[src/hdl/bfmd_pkg.sv]
// Shared types and constants for the 2x2 box-filter mip level generator.
package bfmd_pkg;

    localparam int CFG_BITS    = 12;
    localparam int ROW_BITS    = 11;
    localparam int HEIGHT_BITS = 12;
    localparam logic [HEIGHT_BITS-1:0] MAX_HEIGHT = 12'd2048;

    typedef enum logic
    {
        REG_SOURCE_WIDTH  = 1'b0,
        REG_SOURCE_HEIGHT = 1'b1
    } bfmd_reg_t;

    // Per-word control that rides along the pipeline.
    typedef struct packed
    {
        logic store_write;
        logic store_read;
        logic row_end;
        logic image_end;
    } bfmd_flags_t;

endpackage

[src/hdl/bfmd_ctrl.sv]
// Raster counters, pixel pairing and the first pipeline register.
module bfmd_ctrl
    import bfmd_pkg::*;
#(
    parameter int MAX_WIDTH  = 2048,
    parameter int PIXEL_BITS = 16
)
(
    input  logic                    clk,
    input  logic                    rst_n,
    input  logic                    cfg_wr,
    input  logic [CFG_BITS-1:0]     source_width,
    input  logic [CFG_BITS-1:0]     source_height,
    input  logic                    pixel_fire,
    input  logic [PIXEL_BITS-1:0]   pixel_value,
    input  logic                    adv,
    output logic                    a_valid,
    output bfmd_flags_t             a_flags,
    output logic [((MAX_WIDTH >= 4) ? $clog2(MAX_WIDTH / 2) : 1)-1:0] a_slot,
    output logic [PIXEL_BITS:0]     a_pair
);

    localparam int CW = $clog2(MAX_WIDTH + 1);
    localparam int XW = $clog2(MAX_WIDTH);
    localparam int LW = (CW > CFG_BITS) ? CW : CFG_BITS;
    localparam int AW = (MAX_WIDTH >= 4) ? $clog2(MAX_WIDTH / 2) : 1;

    logic [LW-1:0]          w_ext;
    logic [CW-1:0]          w;
    logic [HEIGHT_BITS-1:0] h;
    logic [XW-1:0]          x_reg, x_next;
    logic [ROW_BITS-1:0]    y_reg, y_next;
    logic [CW-1:0]          xe;
    logic [HEIGHT_BITS-1:0] ye;
    logic                   x_wrap, y_wrap;
    logic                   mode_2d, mode_v, mode_h;
    logic                   col_in, row_in, last_col, last_row;
    logic                   active, second, hold, pair_go;
    bfmd_flags_t            flags;
    logic [PIXEL_BITS-1:0]  held_reg;
    logic                   a_valid_reg;
    bfmd_flags_t            a_flags_reg;
    logic [AW-1:0]          a_slot_reg;
    logic [PIXEL_BITS:0]    a_pair_reg;

    // Out-of-range sizes are clamped; zero counts as one.
    assign w_ext = LW'(source_width);
    assign w = (source_width == '0) ? CW'(1)
             : (w_ext > LW'(MAX_WIDTH)) ? CW'(MAX_WIDTH) : CW'(w_ext);
    assign h = (source_height == '0) ? HEIGHT_BITS'(1)
             : (source_height > MAX_HEIGHT) ? MAX_HEIGHT : source_height;

    assign xe = CW'(x_reg);
    assign ye = HEIGHT_BITS'(y_reg);

    assign x_wrap = (xe + CW'(1)) >= w;
    assign y_wrap = (ye + HEIGHT_BITS'(1)) >= h;

    assign mode_2d = (w > CW'(1)) && (h > HEIGHT_BITS'(1));
    assign mode_v  = (w == CW'(1)) && (h > HEIGHT_BITS'(1));
    assign mode_h  = (w > CW'(1)) && (h == HEIGHT_BITS'(1));

    // An odd last column or row is dropped.
    assign col_in = !(w[0] && (xe == w - CW'(1)));
    assign row_in = !(h[0] && (ye == h - HEIGHT_BITS'(1)));

    assign last_col = w[0] ? (xe == w - CW'(2)) : (xe == w - CW'(1));
    assign last_row = h[0] ? (ye == h - HEIGHT_BITS'(2)) : (ye == h - HEIGHT_BITS'(1));

    always_comb
    begin
        priority if (mode_2d)
            active = col_in && row_in;
        else if (mode_v)
            active = row_in;
        else if (mode_h)
            active = col_in;
        else
            active = 1'b0;
    end

    assign second  = mode_v ? y_reg[0] : x_reg[0];
    assign hold    = active && !second;
    assign pair_go = active && second;

    always_comb
    begin
        flags.store_write = mode_2d && !y_reg[0];
        flags.store_read  = mode_2d && y_reg[0];
        flags.row_end     = mode_v ? 1'b1 : last_col;
        if (mode_v)
            flags.image_end = last_row;
        else if (mode_h)
            flags.image_end = last_col;
        else
            flags.image_end = last_col && last_row;
    end

    always_comb
    begin
        x_next = x_reg;
        y_next = y_reg;
        if (cfg_wr)
        begin
            x_next = '0;
            y_next = '0;
        end
        else if (pixel_fire)
        begin
            if (x_wrap)
            begin
                x_next = '0;
                y_next = y_wrap ? '0 : y_reg + ROW_BITS'(1);
            end
            else
            begin
                x_next = x_reg + XW'(1);
            end
        end
    end

    always_ff @(posedge clk or negedge rst_n)
    begin
        if (!rst_n)
        begin
            x_reg       <= '0;
            y_reg       <= '0;
            held_reg    <= '0;
            a_valid_reg <= 1'b0;
        end
        else
        begin
            x_reg <= x_next;
            y_reg <= y_next;
            if (pixel_fire && hold)
                held_reg <= pixel_value;
            if (adv)
                a_valid_reg <= pixel_fire && pair_go;
        end
    end

    always_ff @(posedge clk)
    begin
        if (adv && pixel_fire)
        begin
            a_flags_reg <= flags;
            a_slot_reg  <= AW'(x_reg >> 1);
            a_pair_reg  <= (PIXEL_BITS + 1)'(held_reg) + (PIXEL_BITS + 1)'(pixel_value);
        end
    end

    assign a_valid = a_valid_reg;
    assign a_flags = a_flags_reg;
    assign a_slot  = a_slot_reg;
    assign a_pair  = a_pair_reg;

endmodule

[config.mk]
export PLATFORM = sky130hd
export DESIGN_NAME = bfmd_ctrl
export DESIGN_NICKNAME = d
export VERILOG_FILES = /design/src/hdl/bfmd_pkg.sv /design/src/hdl/bfmd_ctrl.sv
export SDC_FILE = /design/constraint.sdc
export NUM_CORES = 1
export LEC_CHECK = 0
export ABC_AREA = 0
export BUFFER_PORTS_ARGS = -buffer_cell sky130_fd_sc_hd__buf_4
export CAP_MARGIN = 30
export CORE_ASPECT_RATIO = 2
export CORE_MARGIN = 5
export CORE_UTILIZATION = 45
export DETAILED_ROUTE_END_ITERATION = 10
export PLACE_DENSITY = 0.67
export SLEW_MARGIN = 20
export SYNTH_ARGS = -nofsm -noshare
export SYNTH_HDL_FRONTEND = slang
export SYNTH_SLANG_ARGS = --single-unit
[constraint.sdc]
create_clock -name clk -period 3.73 [get_ports clk]
set_input_delay 0.1865 -clock clk [delete_from_list [all_inputs] [get_ports clk]]
set_output_delay 0.1865 -clock clk [all_outputs]
set_load 0.01 [all_outputs]
==> results.cfg <==
[outcome]
status = completed

[die]
dieHeight_um = 178
num_rows = 61
die_x_um = 93.9
num_io_pins = 77
design.die.area_mm2 = 0.0167
start_util = 0.456
core-area_mm2 = 0.0139

[synth]
ys_seq_area_frac = 0.301
yosysUniqueCellTypes = 72
synth-edff-count = 31
synthFlopType = dfrtp_1
synth_area_per_cell_um2 = 8.52
synth_nets = 838
synth-seq-cells = 70
syn_area_mm2 = 0.00634
synth-async-reset-ratio = 0.557
synth_warnings = 0
netlist_instances = 744

[worst_setup_path]
crit_path_end_kind = flop
rrSetupSlack_ps = 330
required_ps = 3930
critPathMaxStageDelay_ps = 530
rr_endpoint = y_reg[2]
cp_cell_sequence = buf_4 > or4_4 > nor3_1 > or2_2 > inv_2 > ha_1 > xor2_1 > xnor2_1 > a311oi_1 > o31ai_2 > or4_1 > nor4b_1 > or3_1 > o21a_1
slowest_stage = or4_1
worstSetupStartpointType = input pin
critPathMaxFanout = 5
cp.arrival_ps = 3720
crit_end = a_flags[0]
path_class = input pin to flop
startpoint = source_width[9]
r2r-start = x_reg[1]
reg2reg_depth = 14

[timing]
hold_ws_ps = 133
rsz0062_at_grt = false
fin_crit_ps = 3520
slew_viol_final = 0
worst_slew_margin_rel = 0.420
setup_viol = 0
worst_slack_ps = 206
hold_viol = 0
max_freq_mhz = 284
worst_pin_slew_ps = 867
setup_tns_ps = 0
finalCritPeriodShare = 0.945
worst_clock_skew_ps = 6.47

[drt]
dr.pass1.iters = 5
postRouteAntennaNets = 0
drc = 0
viasPerCell = 5.96
avgRoutedWirePerCell_um = 18.1
vias = 6060
drtIter0Drc = 308
routed_wl_um = 18400

[finish]
num_antenna_cells = 0
final_cells = 1017
drive_gt1_frac = 0.186
largest_reg_flops = 17
fin_nets = 917
syn2layout_area_growth_pct = 19.9
fillCellCount = 1324

[place]
place_congestion = 0.959
dp.cells = 1000
dp_hpwl_um = 14900
place_ws_ps = -113
numPortBuffers = 76

[power]
powerDensity_mw_per_mm2 = 348
p_leak_nw = 3.22
power_mw = 2.64
peakVddDrop_mv = 0.214

[global_routing]
grt_use_met3 = 0.0221
grt_usage = 0.225
antenna_found_initial = 0
first_global_vias = 6093
grt_max_degree = 40
overflow = 0
grt_busiest_layer = met2
grtUsageMet2 = 0.459
grt_pass1_wl_um = 29800
grt_use_met1 = 0.219

[clock_tree]
cts_sinks = 70
clockRootBuffer = clkbuf_16
post-cts-setup-buffers = 0
clk_latency_ps = 330
clockBufferDepth = 2
postCtsHoldBufs = 1
path_clk_slew_ps = 60
cts_resized = 0
cts-buffers-inserted = 9
cts_tree = yes
htree_levels = 3

[job]
drv_cap = 0

[min_path]
hp-start = pixel_value[0]
hp-class = input pin to flop
-- worst min-delay path by stage --
stage	end	slack (ps)	cells past startpoint
4_1_cts	held_reg[6]	130	3
2_1_floorplan	a_valid	-110	0
3_3_place_gp	x_reg[3]	200	1
6_report	held_reg[0]	130	3
3_5_place_dp	held_reg[2]	210	1
5_1_grt	held_reg[0]	130	3
-- placed cells by master, fill, tap and decap left out, drive strengths merged, types with 26 or more instances in the layout --
master,count
nand2,82
a21oi,34
nor2,39
xnor2,48
o21ai,52
dfrtp,39
ha,48
buf,115
edfxtp,31
a31oi,26
inv,34
-- metal layers --
layer,up-vias,routed length (um)
met4,0,641
met5,-,0
met3,44,625
met2,164,10700
met1,2926,6480
li1,2926,-
-- layout make-up --
type	instances	area, um2	share of cell area
clock buffers	10	229	0.0301
clock inverters	6	86.3	0.0114
inverters	35	131	0.0173
multi-input cells	591	4120	0.543
flip-flops and latches	70	1910	0.251
well taps	189	236	0.0311
repair buffers	116	886	0.117
-- logic make-up (layout without fill, tap and decap cells) --
| logic type | after synthesis | after routing | synth area share |
|---|---|---|---|
| adders and majority gates | 49 | 49 | 0.0979 |
| AOI/OAI and AO/OA | 221 | 221 | 0.247 |
| muxes | 4 | 4 | 0.00632 |
| DFF | 70 | 70 | 0.301 |
| and+or+nand+nor | 250 | 250 | 0.203 |
| buffers and inverters | 83 | 167 | 0.0527 |
| xor gates and xnor gates | 67 | 67 | 0.0926 |
-- worst max-delay path: cells and delay by family --
family,cells,cell delay [ps]
fa+ha+maj,1,210
xor+xnor,2,280
simple gates,6,1990
compound gates,3,830
buf+inv,2,210
-- cells in the mapped netlist (4+ instances only) --
master | count | area share
nand2_1 | 82 | 0.049
ha_1 | 48 | 0.095
xnor2_1 | 48 | 0.066
clkbuf_1 | 40 | 0.024
dfrtp_1 | 39 | 0.15
nor2_1 | 39 | 0.023
o21ai_0 | 38 | 0.030
inv_1 | 33 | 0.020
edfxtp_1 | 31 | 0.15
a21oi_1 | 30 | 0.024
a31oi_1 | 26 | 0.026
nand3_1 | 22 | 0.017
xor2_1 | 19 | 0.026
nor3_1 | 18 | 0.014
a32oi_1 | 16 | 0.022
nand2b_1 | 16 | 0.016
o21ai_1 | 14 | 0.011
a21o_1 | 12 | 0.014
nor4_1 | 12 | 0.012
and3_1 | 11 | 0.011
o211ai_1 | 10 | 0.012
o21a_1 | 9 | 0.011
o31ai_1 | 9 | 0.011
a211o_1 | 6 | 0.0083
a211oi_1 | 6 | 0.0071
nor2b_1 | 6 | 0.0059
nand4_1 | 5 | 0.0049
nor3b_1 | 5 | 0.0059
or2_2 | 5 | 0.0049
a21oi_2 | 4 | 0.0055
a221oi_1 | 4 | 0.0055
and2_1 | 4 | 0.0039
mux2i_1 | 4 | 0.0063
nand3b_1 | 4 | 0.0047
nor4b_1 | 4 | 0.0055
o2111ai_1 | 4 | 0.0055
or3_1 | 4 | 0.0039
-- metrics by stage --
step | utilization | instance area (um2)
after floorplan | - | 6350
after global placement | 0.524 | 7270
after detailed placement | 0.524 | 7270
after CTS | 0.547 | 7600
after global routing | 0.547 | 7600
final | 0.547 | 7600
-- power by group --
part | total (mW) | internal (mW) | switching (mW)
clock | 0.919 | 0.584 | 0.334
combinational | 0.782 | 0.350 | 0.432
sequential | 0.943 | 0.896 | 0.0463
No activity file was read; power rests on OpenSTA's default activity.
