File: config.mk
export PLATFORM = sky130hd
export DESIGN_NAME = bfmd_avg
export DESIGN_NICKNAME = d
export VERILOG_FILES = /design/src/hdl/bfmd_pkg.sv /design/src/hdl/bfmd_avg.sv
export SDC_FILE = /design/constraint.sdc
export NUM_CORES = 1
export LEC_CHECK = 0
export BUFFER_PORTS_ARGS = -buffer_cell sky130_fd_sc_hd__buf_2
export CAP_MARGIN = 10
export CORE_MARGIN = 10
export CORE_UTILIZATION = 26
export CTS_BUF_LIST = sky130_fd_sc_hd__clkbuf_16
export DETAILED_ROUTE_END_ITERATION = 16
export GPL_ROUTABILITY_DRIVEN = 0
export HOLD_SLACK_MARGIN = 0.02
export PLACE_DENSITY = 0.44
export SETUP_SLACK_MARGIN = 0.02
export SLEW_MARGIN = 0
export SYNTH_ARGS = -nofsm -noshare
export SYNTH_HDL_FRONTEND = slang
export SYNTH_SLANG_ARGS = --single-unit
File: constraint.sdc
create_clock -name clk -period 1.1 [get_ports clk]
set_clock_uncertainty 0.15 [all_clocks]
set_input_delay 0.11 -clock clk [delete_from_list [all_inputs] [get_ports clk]]
set_output_delay 0.11 -clock clk [all_outputs]
set_load 0.005 [all_outputs]
File: src/hdl/bfmd_pkg.sv
// Shared types and constants for the 2x2 box-filter mip level generator.
package bfmd_pkg;

    localparam int CFG_BITS    = 12;
    localparam int ROW_BITS    = 11;
    localparam int HEIGHT_BITS = 12;
    localparam logic [HEIGHT_BITS-1:0] MAX_HEIGHT = 12'd2048;

    typedef enum logic
    {
        REG_SOURCE_WIDTH  = 1'b0,
        REG_SOURCE_HEIGHT = 1'b1
    } bfmd_reg_t;

    // Per-word control that rides along the pipeline.
    typedef struct packed
    {
        logic store_write;
        logic store_read;
        logic row_end;
        logic image_end;
    } bfmd_flags_t;

endpackage

File: src/hdl/bfmd_avg.sv
// Final averaging and the result register.
module bfmd_avg
    import bfmd_pkg::*;
#(
    parameter int PIXEL_BITS = 16
)
(
    input  logic                  clk,
    input  logic                  rst_n,
    input  logic                  adv,
    input  logic                  b_valid,
    input  bfmd_flags_t           b_flags,
    input  logic [PIXEL_BITS:0]   b_pair,
    input  logic [PIXEL_BITS:0]   b_above,
    output logic                  out_valid,
    output logic [PIXEL_BITS-1:0] out_value,
    output logic                  out_row_end,
    output logic                  out_image_end
);

    logic [PIXEL_BITS+1:0]  quad_sum;
    logic [PIXEL_BITS-1:0]  avg_value;
    logic                   out_valid_reg;
    logic [PIXEL_BITS-1:0]  out_value_reg;
    logic                   out_row_end_reg;
    logic                   out_image_end_reg;

    assign quad_sum  = (PIXEL_BITS + 2)'(b_above) + (PIXEL_BITS + 2)'(b_pair);
    assign avg_value = b_flags.store_read ? PIXEL_BITS'(quad_sum >> 2)
                                          : PIXEL_BITS'(b_pair >> 1);

    always_ff @(posedge clk or negedge rst_n)
    begin
        if (!rst_n)
            out_valid_reg <= 1'b0;
        else if (adv)
            out_valid_reg <= b_valid;
    end

    always_ff @(posedge clk)
    begin
        if (adv && b_valid)
        begin
            out_value_reg     <= avg_value;
            out_row_end_reg   <= b_flags.row_end;
            out_image_end_reg <= b_flags.image_end;
        end
    end

    assign out_valid     = out_valid_reg;
    assign out_value     = out_value_reg;
    assign out_row_end   = out_row_end_reg;
    assign out_image_end = out_image_end_reg;

endmodule

==> impl_metrics.prom, run 1 <==
# TYPE chip_impl_metric gauge
chip_impl_info{name="synth.most_common_cell",value="edfxtp_1"} 1
chip_impl_info{name="cts_root_buf",value="clkbuf_16"} 1
chip_impl_metric{name="synth.top_cell.area_share",unit="%"} 33.15
chip_impl_metric{name="comb_power_share",unit="%"} 40.6
chip_impl_metric{name="drt_pre_antenna_iters",unit=""} 4
chip_impl_metric{name="core_region_area",unit="um2"} 5991
chip_impl_metric{name="syn_area",unit="um2"} 1630
chip_impl_metric{name="power_density",unit="nW/um2"} 1016
chip_impl_metric{name="period_share",unit="%"} 165.4
chip_impl_metric{name="vias_in_the_first_global_route",unit=""} 1712
chip_impl_info{name="grt_setup_unrepaired",value="true"} 1
chip_impl_metric{name="row_count",unit=""} 28
chip_impl_metric{name="slowest_delay",unit="ns"} 0.38
chip_impl_metric{name="postPlaceCellArea",unit="um2"} 2474
chip_impl_metric{name="worstSkewPairLatency",unit="ns"} 0.25
chip_impl_info{name="crit-reg2reg-capture",value="out_valid"} 1
chip_impl_metric{name="syn_avg_cell_area",unit="um2"} 10.38
chip_impl_metric{name="synthesis.nets",unit=""} 215
chip_impl_metric{name="clkTransAtPathRegs",unit="ns"} 0.05
chip_impl_info{name="critPathSlowestCell",value="or3_4"} 1
chip_impl_metric{name="drt-total-wl",unit="mm"} 4.874
chip_impl_metric{name="postSynth.asyncResetShare",unit="%"} 5.263
chip_impl_info{name="outcome",value="finished with violations"} 1
chip_impl_metric{name="dp_worst_setup_slack",unit="ns"} -1.036
chip_impl_info{name="crit_path_start",value="b_pair[3]"} 1
chip_impl_metric{name="critical_path_peak_fanout",unit=""} 5
chip_impl_metric{name="met3_wirelength",unit="um"} 266
chip_impl_metric{name="final_nets",unit=""} 331
chip_impl_info{name="critPathLaunchType",value="input pin"} 1
chip_impl_metric{name="synth_cells",unit=""} 157
chip_impl_metric{name="worst_hold_margin",unit="ns"} 0.01780
chip_impl_info{name="min_path_type",value="in -> reg"} 1
chip_impl_metric{name="max_freq",unit="MHz"} 549.8
chip_impl_metric{name="max_cap_violations",unit=""} 0
chip_impl_info{name="crit_end_element",value="register"} 1
chip_impl_metric{name="syn2layout_area_growth",unit="%"} 65.77
chip_impl_info{name="critPathKind",value="in -> reg"} 1
chip_impl_metric{name="maximum_number_of_pins_on_one_net_before_global_route_repair",unit=""} 24
chip_impl_metric{name="cts_inserted_buffers",unit=""} 3
chip_impl_metric{name="grtUsageTotal",unit="%"} 9.808
chip_impl_metric{name="detailedRoute.firstIterationViolations",unit=""} 50
chip_impl_metric{name="r2r_cells",unit=""} 1
chip_impl_metric{name="peakVddDrop",unit="V"} 0.0009184
chip_impl_metric{name="flip_flop_count_of_the_largest_register_after_layout",unit=""} 16
chip_impl_metric{name="cts_num_sinks",unit=""} 19
chip_impl_metric{name="power_frac_clock",unit="%"} 26.7
chip_impl_metric{name="report.final.setup_viol",unit=""} 16
chip_impl_metric{name="max-clock-path-buffers",unit=""} 2
chip_impl_metric{name="synthDistinctLibCells",unit=""} 52
chip_impl_metric{name="fp.dieH",unit="um"} 99.19
chip_impl_metric{name="power.internal",unit="uW"} 1999
chip_impl_metric{name="insertedDiodeCount",unit=""} 0
chip_impl_metric{name="number_of_antenna_violations_at_the_first_check_in_global_routing",unit=""} 0
chip_impl_metric{name="wirelength_met1",unit="mm"} 2.369
chip_impl_info{name="holdCritStartpoint",value="b_pair[1]"} 1
chip_impl_info{name="tritoncts",value="yes"} 1
chip_impl_metric{name="ys_ff_latch",unit=""} 19
chip_impl_metric{name="portBuffers",unit=""} 59
chip_impl_metric{name="max_slew_margin",unit="%"} 71.98
chip_impl_metric{name="leakage",unit="uW"} 0.001230
chip_impl_metric{name="share_of_post_route_cells_with_drive_strength_above_1",unit="%"} 58.46
chip_impl_metric{name="power.sequential.fraction",unit="%"} 32.7
chip_impl_metric{name="routedWlPerCell",unit="um"} 14.05
chip_impl_metric{name="period_minus_slack",unit="ns"} 1.819
chip_impl_info{name="failed_checks",value="setup timing"} 1
chip_impl_metric{name="grt_remaining_overflow",unit=""} 0
chip_impl_metric{name="finish.utilization",unit="%"} 45.11
chip_impl_metric{name="holdPathStages",unit=""} 2
chip_impl_metric{name="wl_met2",unit="mm"} 2.153
chip_impl_metric{name="detail-route-antenna-nets",unit=""} 0
chip_impl_metric{name="pin_count",unit=""} 61
chip_impl_metric{name="worstPathArrival",unit="ns"} 1.67
chip_impl_metric{name="hold_viol_final",unit=""} 0
chip_impl_metric{name="first_pass_grt_wire_length",unit="mm"} 8.066
chip_impl_metric{name="tns",unit="ns"} -8.922
chip_impl_metric{name="power.switching",unit="uW"} 747.4
chip_impl_metric{name="synth-seq-area-share",unit="%"} 34.69
chip_impl_metric{name="required",unit="ns"} 0.95
chip_impl_info{name="yosys.area.top_type",value="edfxtp_1"} 1
chip_impl_info{name="whs_endpoint",value="out_value[0]"} 1
chip_impl_metric{name="timing_worst_slew_pin_value",unit="ns"} 0.4204
chip_impl_metric{name="synth-edff-count",unit=""} 18
chip_impl_metric{name="timing_max_transition_violations_final",unit=""} 0
chip_impl_info{name="ys_top_cells_by_count",value="edfxtp_1 (18), ha_1 (16), a21oi_1 (9), nor2_1 (9)"} 1
chip_impl_metric{name="drc",unit=""} 0
chip_impl_metric{name="cts_htree_levels",unit=""} 1
chip_impl_metric{name="die_area",unit="um2"} 9838
chip_impl_metric{name="yosys_warnings",unit=""} 0
chip_impl_info{name="ys_top_cells_by_area",value="edfxtp_1 (33%), ha_1 (12%), mux2_2 (5.5%)"} 1
chip_impl_metric{name="regToRegSetupSlack",unit="ns"} 0.21
chip_impl_info{name="highest_layer",value="met4"} 1
chip_impl_info{name="worstReg2RegStart",value="out_valid"} 1
chip_impl_metric{name="final_design_area_no_fill",unit="um2"} 2703
chip_impl_metric{name="routed-via-count",unit=""} 1617
chip_impl_metric{name="place.detailed.hpwl",unit="mm"} 4.040
chip_impl_info{name="timing.critical_path.cells",value="buf_6 -> ha_4 -> or3_4 -> o22a_4 -> and4_4 -> nand2b_4 -> xor2_1 -> mux2_4"} 1
chip_impl_metric{name="avgViaCountPerCell",unit=""} 4.660
chip_impl_metric{name="switching_share",unit="%"} 27.21
chip_impl_metric{name="layout_setup_ws",unit="ns"} -0.7189
chip_impl_metric{name="dieWidth",unit="um"} 99.19
chip_impl_info{name="synthFlopType",value="edfxtp_1"} 1
chip_impl_metric{name="initial_core_util",unit="%"} 27.21
-- cells by family after synthesis --
family | Yosys count | share of synthesized area, %
and+or+nand+nor | 47 | 16.65
xor gates and xnor gates | 9 | 4.835
DFF | 19 | 34.69
adders and majority gates | 16 | 12.28
buffers and inverters | 11 | 3.683
muxes | 10 | 7.061
AOI/OAI and AO/OA | 45 | 20.80
-- power by group through the flow --
stage	logic [uW]	clock network (uW)	registers, uW
floorplan	572	0	922
global placement	1050	0	910
detailed placement	1050	0	913
CTS	1120	752	898
global route	1240	789	904
finish	1120	734	897
-- worst max path at each step --
stage	end	slack (ns)	cells after the start
6_report	out_value[5]	-0.72	8
5_1_grt	out_value[5]	-0.76	8
4_1_cts	out_value[5]	-0.72	8
3_5_place_dp	out_value[9]	-1.04	8
3_3_place_gp	out_value[5]	-1.01	8
2_1_floorplan	out_value[5]	-0.83	7
-- cell usage in the layout, fill, tap and decap left out, types with 6 or more instances in the layout --
| cell type | synthesis | final |
|---|---|---|
| nand4_1 | 7 | 7 |
| nor2_1 | 9 | 6 |
| a21oi_1 | 9 | 6 |
| mux2_4 | 1 | 7 |
| xnor2_1 | 6 | 6 |
| a21o_1 | 6 | 6 |
| ha_1 | 16 | 10 |
| buf_2 | 0 | 55 |
| nand2_1 | 8 | 8 |
| ha_4 | 0 | 6 |
| buf_4 | 2 | 54 |
| edfxtp_1 | 18 | 18 |
-- timing repair --
action                                 in CTS  in global routing
hold buffers                                5                  0
resized for setup                          16                  2
gates cloned                                0                  0
setup buffers                               2                  0
endpoints found under the hold margin       5                  0
setup endpoints to repair                  16                 16
pin swaps                                   9                  2
-- per-stage QoR --
stage                     total power [uW]  cells
after floorplan                       1494    157
after global placement                1961    336
after detailed placement              1964    336
after CTS                             2773    347
after global routing                  2935    347
final                                 2747    347
-- metal layers --
layer	vias to the layer above	GRT usage, %
li1	839	-
met1	730	12.85
met2	44	15.13
met3	4	2.007
met4	0	4.300
met5	-	0
-- worst max-delay path: cells and delay by family --
kind,cells,cell delay [ns]
adder cells (fa/ha/maj),1,0.14
multiplexers,1,0.25
buffers and inverters,1,0.10
AND/OR/NAND/NOR,3,0.72
AO/OA/AOI/OAI,1,0.23
XOR/XNOR,1,0.13
-- final cells by class --
cell class              count  area [um2]
inverters                   3       11.26
clock inverters             1       3.754
repair buffers            119       795.8
flip-flops and latches     19       565.5
well taps                  75       93.84
fillers                   574        3288
clock buffers               3       75.07
multi-input cells         127        1157
(Power assumes the default switching activity.)
==> inputs of run 2 (changes only) <==
--- a/config.mk
+++ b/config.mk
@@ -7,6 +7,7 @@
 export LEC_CHECK = 0
 export BUFFER_PORTS_ARGS = -buffer_cell sky130_fd_sc_hd__buf_2
 export CAP_MARGIN = 10
+export CORE_ASPECT_RATIO = 2
 export CORE_MARGIN = 10
 export CORE_UTILIZATION = 26
 export CTS_BUF_LIST = sky130_fd_sc_hd__clkbuf_16
@@ -14,7 +15,6 @@
 export GPL_ROUTABILITY_DRIVEN = 0
 export HOLD_SLACK_MARGIN = 0.02
 export PLACE_DENSITY = 0.44
-export SETUP_SLACK_MARGIN = 0.02
 export SLEW_MARGIN = 0
 export SYNTH_ARGS = -nofsm -noshare
 export SYNTH_HDL_FRONTEND = slang
==> run 2 against run 1 <==
Against the previous run:
- the flow finishes with violations (hold timing, setup timing)
- worst hold slack worse by 0.051 ns
- combinational power is 6% higher
- global-route usage is 0.32 points higher
- critical endpoint unchanged
- largest cell class unchanged
- largest power group unchanged
==> impl_metrics.prom, run 2 (synthesis results as in run 1) <==
# TYPE chip_impl_metric gauge
chip_impl_metric{name="routed-via-count",unit=""} 1621
chip_impl_metric{name="clkTransAtPathRegs",unit="ns"} 0.06
chip_impl_info{name="final_cell_mix",value="buf_2 (53), buf_4 (46), edfxtp_1 (18)"} 1
chip_impl_metric{name="power.sequential.fraction",unit="%"} 31.6
chip_impl_info{name="tritoncts",value="yes"} 1
chip_impl_metric{name="detailedRoute.firstIterationViolations",unit=""} 65
chip_impl_metric{name="drt_pre_antenna_iters",unit=""} 4
chip_impl_metric{name="worstPathArrival",unit="ns"} 1.67
chip_impl_metric{name="max_slew_margin",unit="%"} 82.32
chip_impl_metric{name="drt-total-wl",unit="mm"} 5.077
chip_impl_metric{name="layout_setup_ws",unit="ns"} -0.7129
chip_impl_metric{name="final_nets",unit=""} 327
chip_impl_metric{name="report.final.setup_viol",unit=""} 16
chip_impl_info{name="critPathSlowestCell",value="or3_4"} 1
chip_impl_metric{name="dieWidth",unit="um"} 76.00
chip_impl_metric{name="cts_inserted_buffers",unit=""} 3
chip_impl_info{name="outcome",value="finished with violations"} 1
chip_impl_metric{name="max_freq",unit="MHz"} 551.6
chip_impl_metric{name="max_cap_violations",unit=""} 0
chip_impl_metric{name="detail-route-antenna-nets",unit=""} 0
chip_impl_metric{name="core_region_area",unit="um2"} 6056
chip_impl_metric{name="flip_flop_count_of_the_largest_register_after_layout",unit=""} 16
chip_impl_metric{name="required",unit="ns"} 0.96
chip_impl_metric{name="timing_max_transition_violations_final",unit=""} 0
chip_impl_info{name="critPathKind",value="in -> reg"} 1
chip_impl_metric{name="first_pass_grt_wire_length",unit="mm"} 8.459
chip_impl_metric{name="cts_hold_buffers",unit=""} 6
chip_impl_metric{name="share_of_post_route_cells_with_drive_strength_above_1",unit="%"} 60.07
chip_impl_metric{name="row_count",unit=""} 40
chip_impl_metric{name="period_minus_slack",unit="ns"} 1.813
chip_impl_info{name="failed_checks",value="hold timing, setup timing"} 1
chip_impl_metric{name="power_frac_clock",unit="%"} 26.5
chip_impl_metric{name="critical_path_buf_inv_count",unit=""} 1
chip_impl_metric{name="initial_core_util",unit="%"} 26.92
chip_impl_metric{name="hold_viol_final",unit=""} 1
chip_impl_metric{name="cts_htree_levels",unit=""} 1
chip_impl_metric{name="power_density",unit="nW/um2"} 1006
chip_impl_metric{name="worst_hold_margin",unit="ns"} -0.03273
chip_impl_metric{name="power.internal",unit="uW"} 2047
chip_impl_metric{name="fp.dieH",unit="um"} 132.0
chip_impl_metric{name="timing_worst_slew_pin_value",unit="ns"} 0.2652
chip_impl_metric{name="max-clock-path-buffers",unit=""} 2
chip_impl_info{name="critPathLaunchType",value="input pin"} 1
chip_impl_metric{name="leakage",unit="uW"} 0.001246
chip_impl_metric{name="portBuffers",unit=""} 59
chip_impl_info{name="timing.critical_path.cells",value="buf_8 -> ha_4 -> or3_4 -> o22a_4 -> and4_4 -> nand2b_4 -> xor2_1 -> mux2_4"} 1
chip_impl_metric{name="critical_path_peak_fanout",unit=""} 5
chip_impl_metric{name="power.switching",unit="uW"} 788.6
chip_impl_metric{name="insertedDiodeCount",unit=""} 0
chip_impl_info{name="crit_end_element",value="register"} 1
chip_impl_metric{name="number_of_antenna_violations_at_the_first_check_in_global_routing",unit=""} 0
chip_impl_metric{name="dp_worst_setup_slack",unit="ns"} -1.038
chip_impl_metric{name="place.detailed.hpwl",unit="mm"} 4.227
chip_impl_metric{name="vias_in_the_first_global_route",unit=""} 1809
chip_impl_metric{name="pin_count",unit=""} 61
chip_impl_metric{name="slowest_delay",unit="ns"} 0.38
chip_impl_metric{name="avgViaCountPerCell",unit=""} 4.605
chip_impl_metric{name="drc",unit=""} 0
chip_impl_info{name="layout_commonest_cell",value="buf_2"} 1
chip_impl_info{name="min_path_type",value="in -> reg"} 1
chip_impl_info{name="critical-path-top-delay-family",value="simple AND/OR/NAND/NOR gates"} 1
chip_impl_metric{name="num-fill-cells",unit=""} 577
chip_impl_info{name="grt_setup_unrepaired",value="true"} 1
chip_impl_metric{name="period_share",unit="%"} 164.8
chip_impl_metric{name="switching_share",unit="%"} 27.81
chip_impl_metric{name="worstSkewPairLatency",unit="ns"} 0.25
chip_impl_info{name="cts_root_buf",value="clkbuf_16"} 1
chip_impl_metric{name="cts_num_sinks",unit=""} 19
chip_impl_metric{name="syn2layout_area_growth",unit="%"} 72.83
chip_impl_metric{name="maximum_number_of_pins_on_one_net_before_global_route_repair",unit=""} 27
chip_impl_metric{name="peakVddDrop",unit="V"} 0.0005597
chip_impl_metric{name="grtUsageTotal",unit="%"} 10.13
chip_impl_metric{name="grt_remaining_overflow",unit=""} 0
chip_impl_metric{name="die_area",unit="um2"} 10030
chip_impl_metric{name="routedWlPerCell",unit="um"} 14.42
chip_impl_metric{name="comb_power_share",unit="%"} 41.9
run 2: cell count changes in the layout (fill, tap and decap cells not counted), sizes merged:
cell / previous run / this run
clkinv: 0 / 1
inv: 4 / 3
buf: 114 / 110
run 2: through the flow:
step	total power (uW)	TNS [ns]	instances	area (um2)	util, %
6_report	2836	-9.162	352	2818	46.53
5_1_grt	3024	-10.08	352	2818	46.53
4_1_cts	2821	-9.425	352	2738	45.21
3_5_place_dp	1949	-14.58	339	2452	40.50
3_3_place_gp	1945	-14.35	339	2452	40.50
2_1_floorplan	1494	-10.44	157	1728	-
run 2: final cells by class:
type | count | area (um2) | share of cell area, %
repair buffers | 115 | 809.5 | 28.73
well taps | 84 | 105.1 | 3.730
multi-input cells | 127 | 1246 | 44.23
flip-flops and latches | 19 | 565.5 | 20.07
clock inverters | 1 | 5.005 | 0.1776
inverters | 3 | 11.26 | 0.3996
clock buffers | 3 | 75.07 | 2.664
run 2: repair_timing:
action / in CTS / in global routing
setup endpoints to repair: 16 / 17
endpoints found under the hold margin: 5 / 2
pin swaps: 17 / 9
buffers inserted: 4 / 3
resized for setup: 27 / 12
run 2: power by group through the flow:
stage	registers, uW	clock network [uW]	logic (uW)
after floorplan	922	0	572
after global placement	909	0	1040
after detailed placement	912	0	1040
after CTS	897	776	1150
after global routing	902	800	1320
final	896	752	1190
run 2: path summary, 6_finish.rpt:
check | cells after the start | from | endpoint | slack (ns)
max | 8 | b_pair[2] | out_value[5] | -0.71
min | 2 | adv | out_valid | -0.03
max reg2reg | 1 | out_valid | out_valid | 0.22
min reg2reg | 1 | out_valid | out_valid | 0.35
max in group asynchronous | 3 | rst_n | out_valid | 0.16
min in group asynchronous | 3 | rst_n | out_valid | 0.54
run 2: routing by layer:
layer	up-vias	routed length [um]	global-route usage, %	share of wire, %
met5	-	0	0	0
met4	0	76	3.919	1.5
met3	6	238	2.049	4.7
met2	40	2846	19.84	56
met1	743	1917	9.768	38
li1	832	-	-	-
==> inputs of run 3 (changes only) <==
--- a/config.mk
+++ b/config.mk
@@ -5,16 +5,16 @@
 export SDC_FILE = /design/constraint.sdc
 export NUM_CORES = 1
 export LEC_CHECK = 0
-export BUFFER_PORTS_ARGS = -buffer_cell sky130_fd_sc_hd__buf_2
 export CAP_MARGIN = 10
 export CORE_ASPECT_RATIO = 2
 export CORE_MARGIN = 10
 export CORE_UTILIZATION = 26
 export CTS_BUF_LIST = sky130_fd_sc_hd__clkbuf_16
 export DETAILED_ROUTE_END_ITERATION = 16
+export DONT_BUFFER_PORTS = 1
 export GPL_ROUTABILITY_DRIVEN = 0
 export HOLD_SLACK_MARGIN = 0.02
-export PLACE_DENSITY = 0.44
+export PLACE_DENSITY = 0.41
 export SLEW_MARGIN = 0
 export SYNTH_ARGS = -nofsm -noshare
 export SYNTH_HDL_FRONTEND = slang
==> run 3 against run 2 <==
Against the previous run:
- the run still ends with hold timing, setup timing left
- combinational power down 20%
- routed wire length is 0.45% lower
- critical endpoint unchanged
- non-clock buffer count is 66 lower
==> impl_metrics.prom, run 3 (synthesis results as in run 1) <==
# TYPE chip_impl_metric gauge
chip_impl_info{name="outcome",value="finished with violations"} 1
chip_impl_info{name="failed_checks",value="hold timing, setup timing"} 1
chip_impl_metric{name="insertedDiodeCount",unit=""} 0
chip_impl_metric{name="max_slew_margin",unit="%"} 80.42
chip_impl_metric{name="detail-route-antenna-nets",unit=""} 0
chip_impl_metric{name="worstSkewPairLatency",unit="ns"} 0.25
chip_impl_metric{name="drt_pre_antenna_iters",unit=""} 4
chip_impl_metric{name="pin_count",unit=""} 61
chip_impl_metric{name="power_density",unit="nW/um2"} 1098
chip_impl_metric{name="portBuffers",unit=""} 0
chip_impl_metric{name="drt-total-wl",unit="mm"} 5.054
chip_impl_info{name="critPathLaunchType",value="input pin"} 1
chip_impl_metric{name="hold_viol_final",unit=""} 14
chip_impl_metric{name="initial_core_util",unit="%"} 26.92
chip_impl_metric{name="share_of_post_route_cells_with_drive_strength_above_1",unit="%"} 42.57
chip_impl_metric{name="die_area",unit="um2"} 10030
chip_impl_metric{name="max-clock-path-buffers",unit=""} 2
chip_impl_metric{name="layout_setup_ws",unit="ns"} -0.6053
chip_impl_metric{name="avgViaCountPerCell",unit=""} 5.049
chip_impl_info{name="final_cell_mix",value="buf_4 (31), edfxtp_1 (18), dlygate4sd3_1 (14)"} 1
chip_impl_info{name="cts_root_buf",value="clkbuf_16"} 1
chip_impl_metric{name="place.detailed.hpwl",unit="mm"} 4.089
chip_impl_metric{name="num-fill-cells",unit=""} 597
chip_impl_metric{name="max_freq",unit="MHz"} 586.4
chip_impl_metric{name="report.final.setup_viol",unit=""} 16
chip_impl_metric{name="power.total",unit="uW"} 2634
chip_impl_metric{name="regToRegSetupSlack",unit="ns"} 0.18
chip_impl_metric{name="cts_hold_buffers",unit=""} 14
chip_impl_metric{name="required",unit="ns"} 0.95
chip_impl_info{name="layout_commonest_cell",value="buf_4"} 1
chip_impl_info{name="tritoncts",value="yes"} 1
chip_impl_metric{name="timing_max_transition_violations_final",unit=""} 0
chip_impl_metric{name="dieWidth",unit="um"} 76.00
chip_impl_info{name="min_path_type",value="in -> reg"} 1
chip_impl_metric{name="cts_htree_levels",unit=""} 1
chip_impl_metric{name="first_pass_grt_wire_length",unit="mm"} 8.059
chip_impl_metric{name="cts_num_sinks",unit=""} 19
chip_impl_metric{name="worst_hold_margin",unit="ns"} -0.06894
chip_impl_metric{name="drc",unit=""} 0
chip_impl_metric{name="number_of_antenna_violations_at_the_first_check_in_global_routing",unit=""} 0
chip_impl_metric{name="final_nets",unit=""} 261
chip_impl_info{name="crit_end_element",value="register"} 1
chip_impl_info{name="critPathKind",value="in -> reg"} 1
chip_impl_metric{name="leakage",unit="uW"} 0.0009564
chip_impl_metric{name="routedWlPerCell",unit="um"} 17.67
chip_impl_metric{name="syn2layout_area_growth",unit="%"} 47.20
chip_impl_metric{name="timing_worst_slew_pin_value",unit="ns"} 0.2891
chip_impl_info{name="grt_setup_unrepaired",value="true"} 1
chip_impl_metric{name="period_minus_slack",unit="ns"} 1.705
chip_impl_metric{name="routed-via-count",unit=""} 1444
chip_impl_metric{name="flip_flop_count_of_the_largest_register_after_layout",unit=""} 16
chip_impl_metric{name="grtUsageTotal",unit="%"} 9.854
chip_impl_metric{name="fp.dieH",unit="um"} 132.0
chip_impl_metric{name="clkTransAtPathRegs",unit="ns"} 0.06
chip_impl_metric{name="cts_inserted_buffers",unit=""} 3
chip_impl_metric{name="final_design_area_no_fill",unit="um2"} 2400
chip_impl_metric{name="detailedRoute.firstIterationViolations",unit=""} 58
chip_impl_metric{name="dp_worst_setup_slack",unit="ns"} -0.9028
chip_impl_metric{name="core_region_area",unit="um2"} 6056
chip_impl_metric{name="postPlaceCellArea",unit="um2"} 2039
chip_impl_metric{name="maximum_number_of_pins_on_one_net_before_global_route_repair",unit=""} 31
chip_impl_metric{name="grt_remaining_overflow",unit=""} 0
chip_impl_metric{name="critical_path_peak_fanout",unit=""} 5
chip_impl_metric{name="period_share",unit="%"} 155.0
chip_impl_metric{name="max_cap_violations",unit=""} 0
chip_impl_metric{name="worstPathArrival",unit="ns"} 1.56
chip_impl_metric{name="vias_in_the_first_global_route",unit=""} 1589
chip_impl_metric{name="row_count",unit=""} 40
chip_impl_metric{name="peakVddDrop",unit="V"} 0.0005192
[run 3: changes by cell type in the layout (fill, tap and decap cells not counted), sizes merged]
| cell | before | now |
|---|---|---|
| buf | 110 | 35 |
| dlygate4sd3 | 5 | 14 |
[run 3: routing by layer]
layer	track usage, %	up-vias	routed length, um
met2	19.70	40	2982
met3	3.484	10	351
met5	0	-	0
met1	8.575	693	1615
li1	-	701	-
met4	3.072	0	104
[run 3: critical path, cell delays in order]
cell and delay (ns):
ha_4 0.14, or3_4 0.37, o22a_4 0.22, and4_4 0.17, nand2b_4 0.14, xor2_1 0.15
mux2_4 0.26
[run 3: where the power goes]
part / switching [uW] / internal [uW]
clock: 272 / 488
combinational: 410 / 542
sequential: 38.6 / 884
total: 721 / 1910
[run 3: through the flow]
step | cells | TNS, ns | utilization [%] | hold slack [ns]
2_1_floorplan | 157 | -10.44 | - | -0.3356
6_report | 286 | -7.495 | 39.63 | -0.06894
5_1_grt | 286 | -8.445 | 39.63 | -0.06834
3_3_place_gp | 266 | -12.49 | 33.68 | -0.3355
3_5_place_dp | 266 | -12.68 | 33.68 | -0.3355
4_1_cts | 285 | -7.744 | 38.31 | -0.07070
[run 3: area by class of cell]
class                      count  area, um2  area share, %
clock inverter                 1      5.005         0.2086
tap                           84      105.1          4.380
sequential                    19      565.5          23.57
inverter                       3      11.26         0.4692
clock buffer                   3      75.07          3.128
timing repair buffer          49      426.7          17.78
multi-input combinational    127       1211          50.47
[run 3: what timing repair did]
| item | 4_1_cts | 5_1_grt |
|---|---|---|
| cloned | 0 | 0 |
| pin swaps | 5 | 5 |
| buffers inserted | 1 | 1 |
| resized for setup | 11 | 15 |
| endpoints found under the hold margin | 18 | 13 |
| setup endpoints to repair | 16 | 16 |
[run 3: path summary, 6_finish.rpt]
| check | depth (start not counted) | to | startpoint |
|---|---|---|---|
| max in group asynchronous | 2 | out_valid | rst_n |
| max | 7 | out_value[5] | b_pair[3] |
| min | 2 | out_value[14] | b_flags[2] |
| max reg2reg | 1 | out_valid | out_valid |
| min reg2reg | 1 | out_valid | out_valid |
| min in group asynchronous | 2 | out_valid | rst_n |
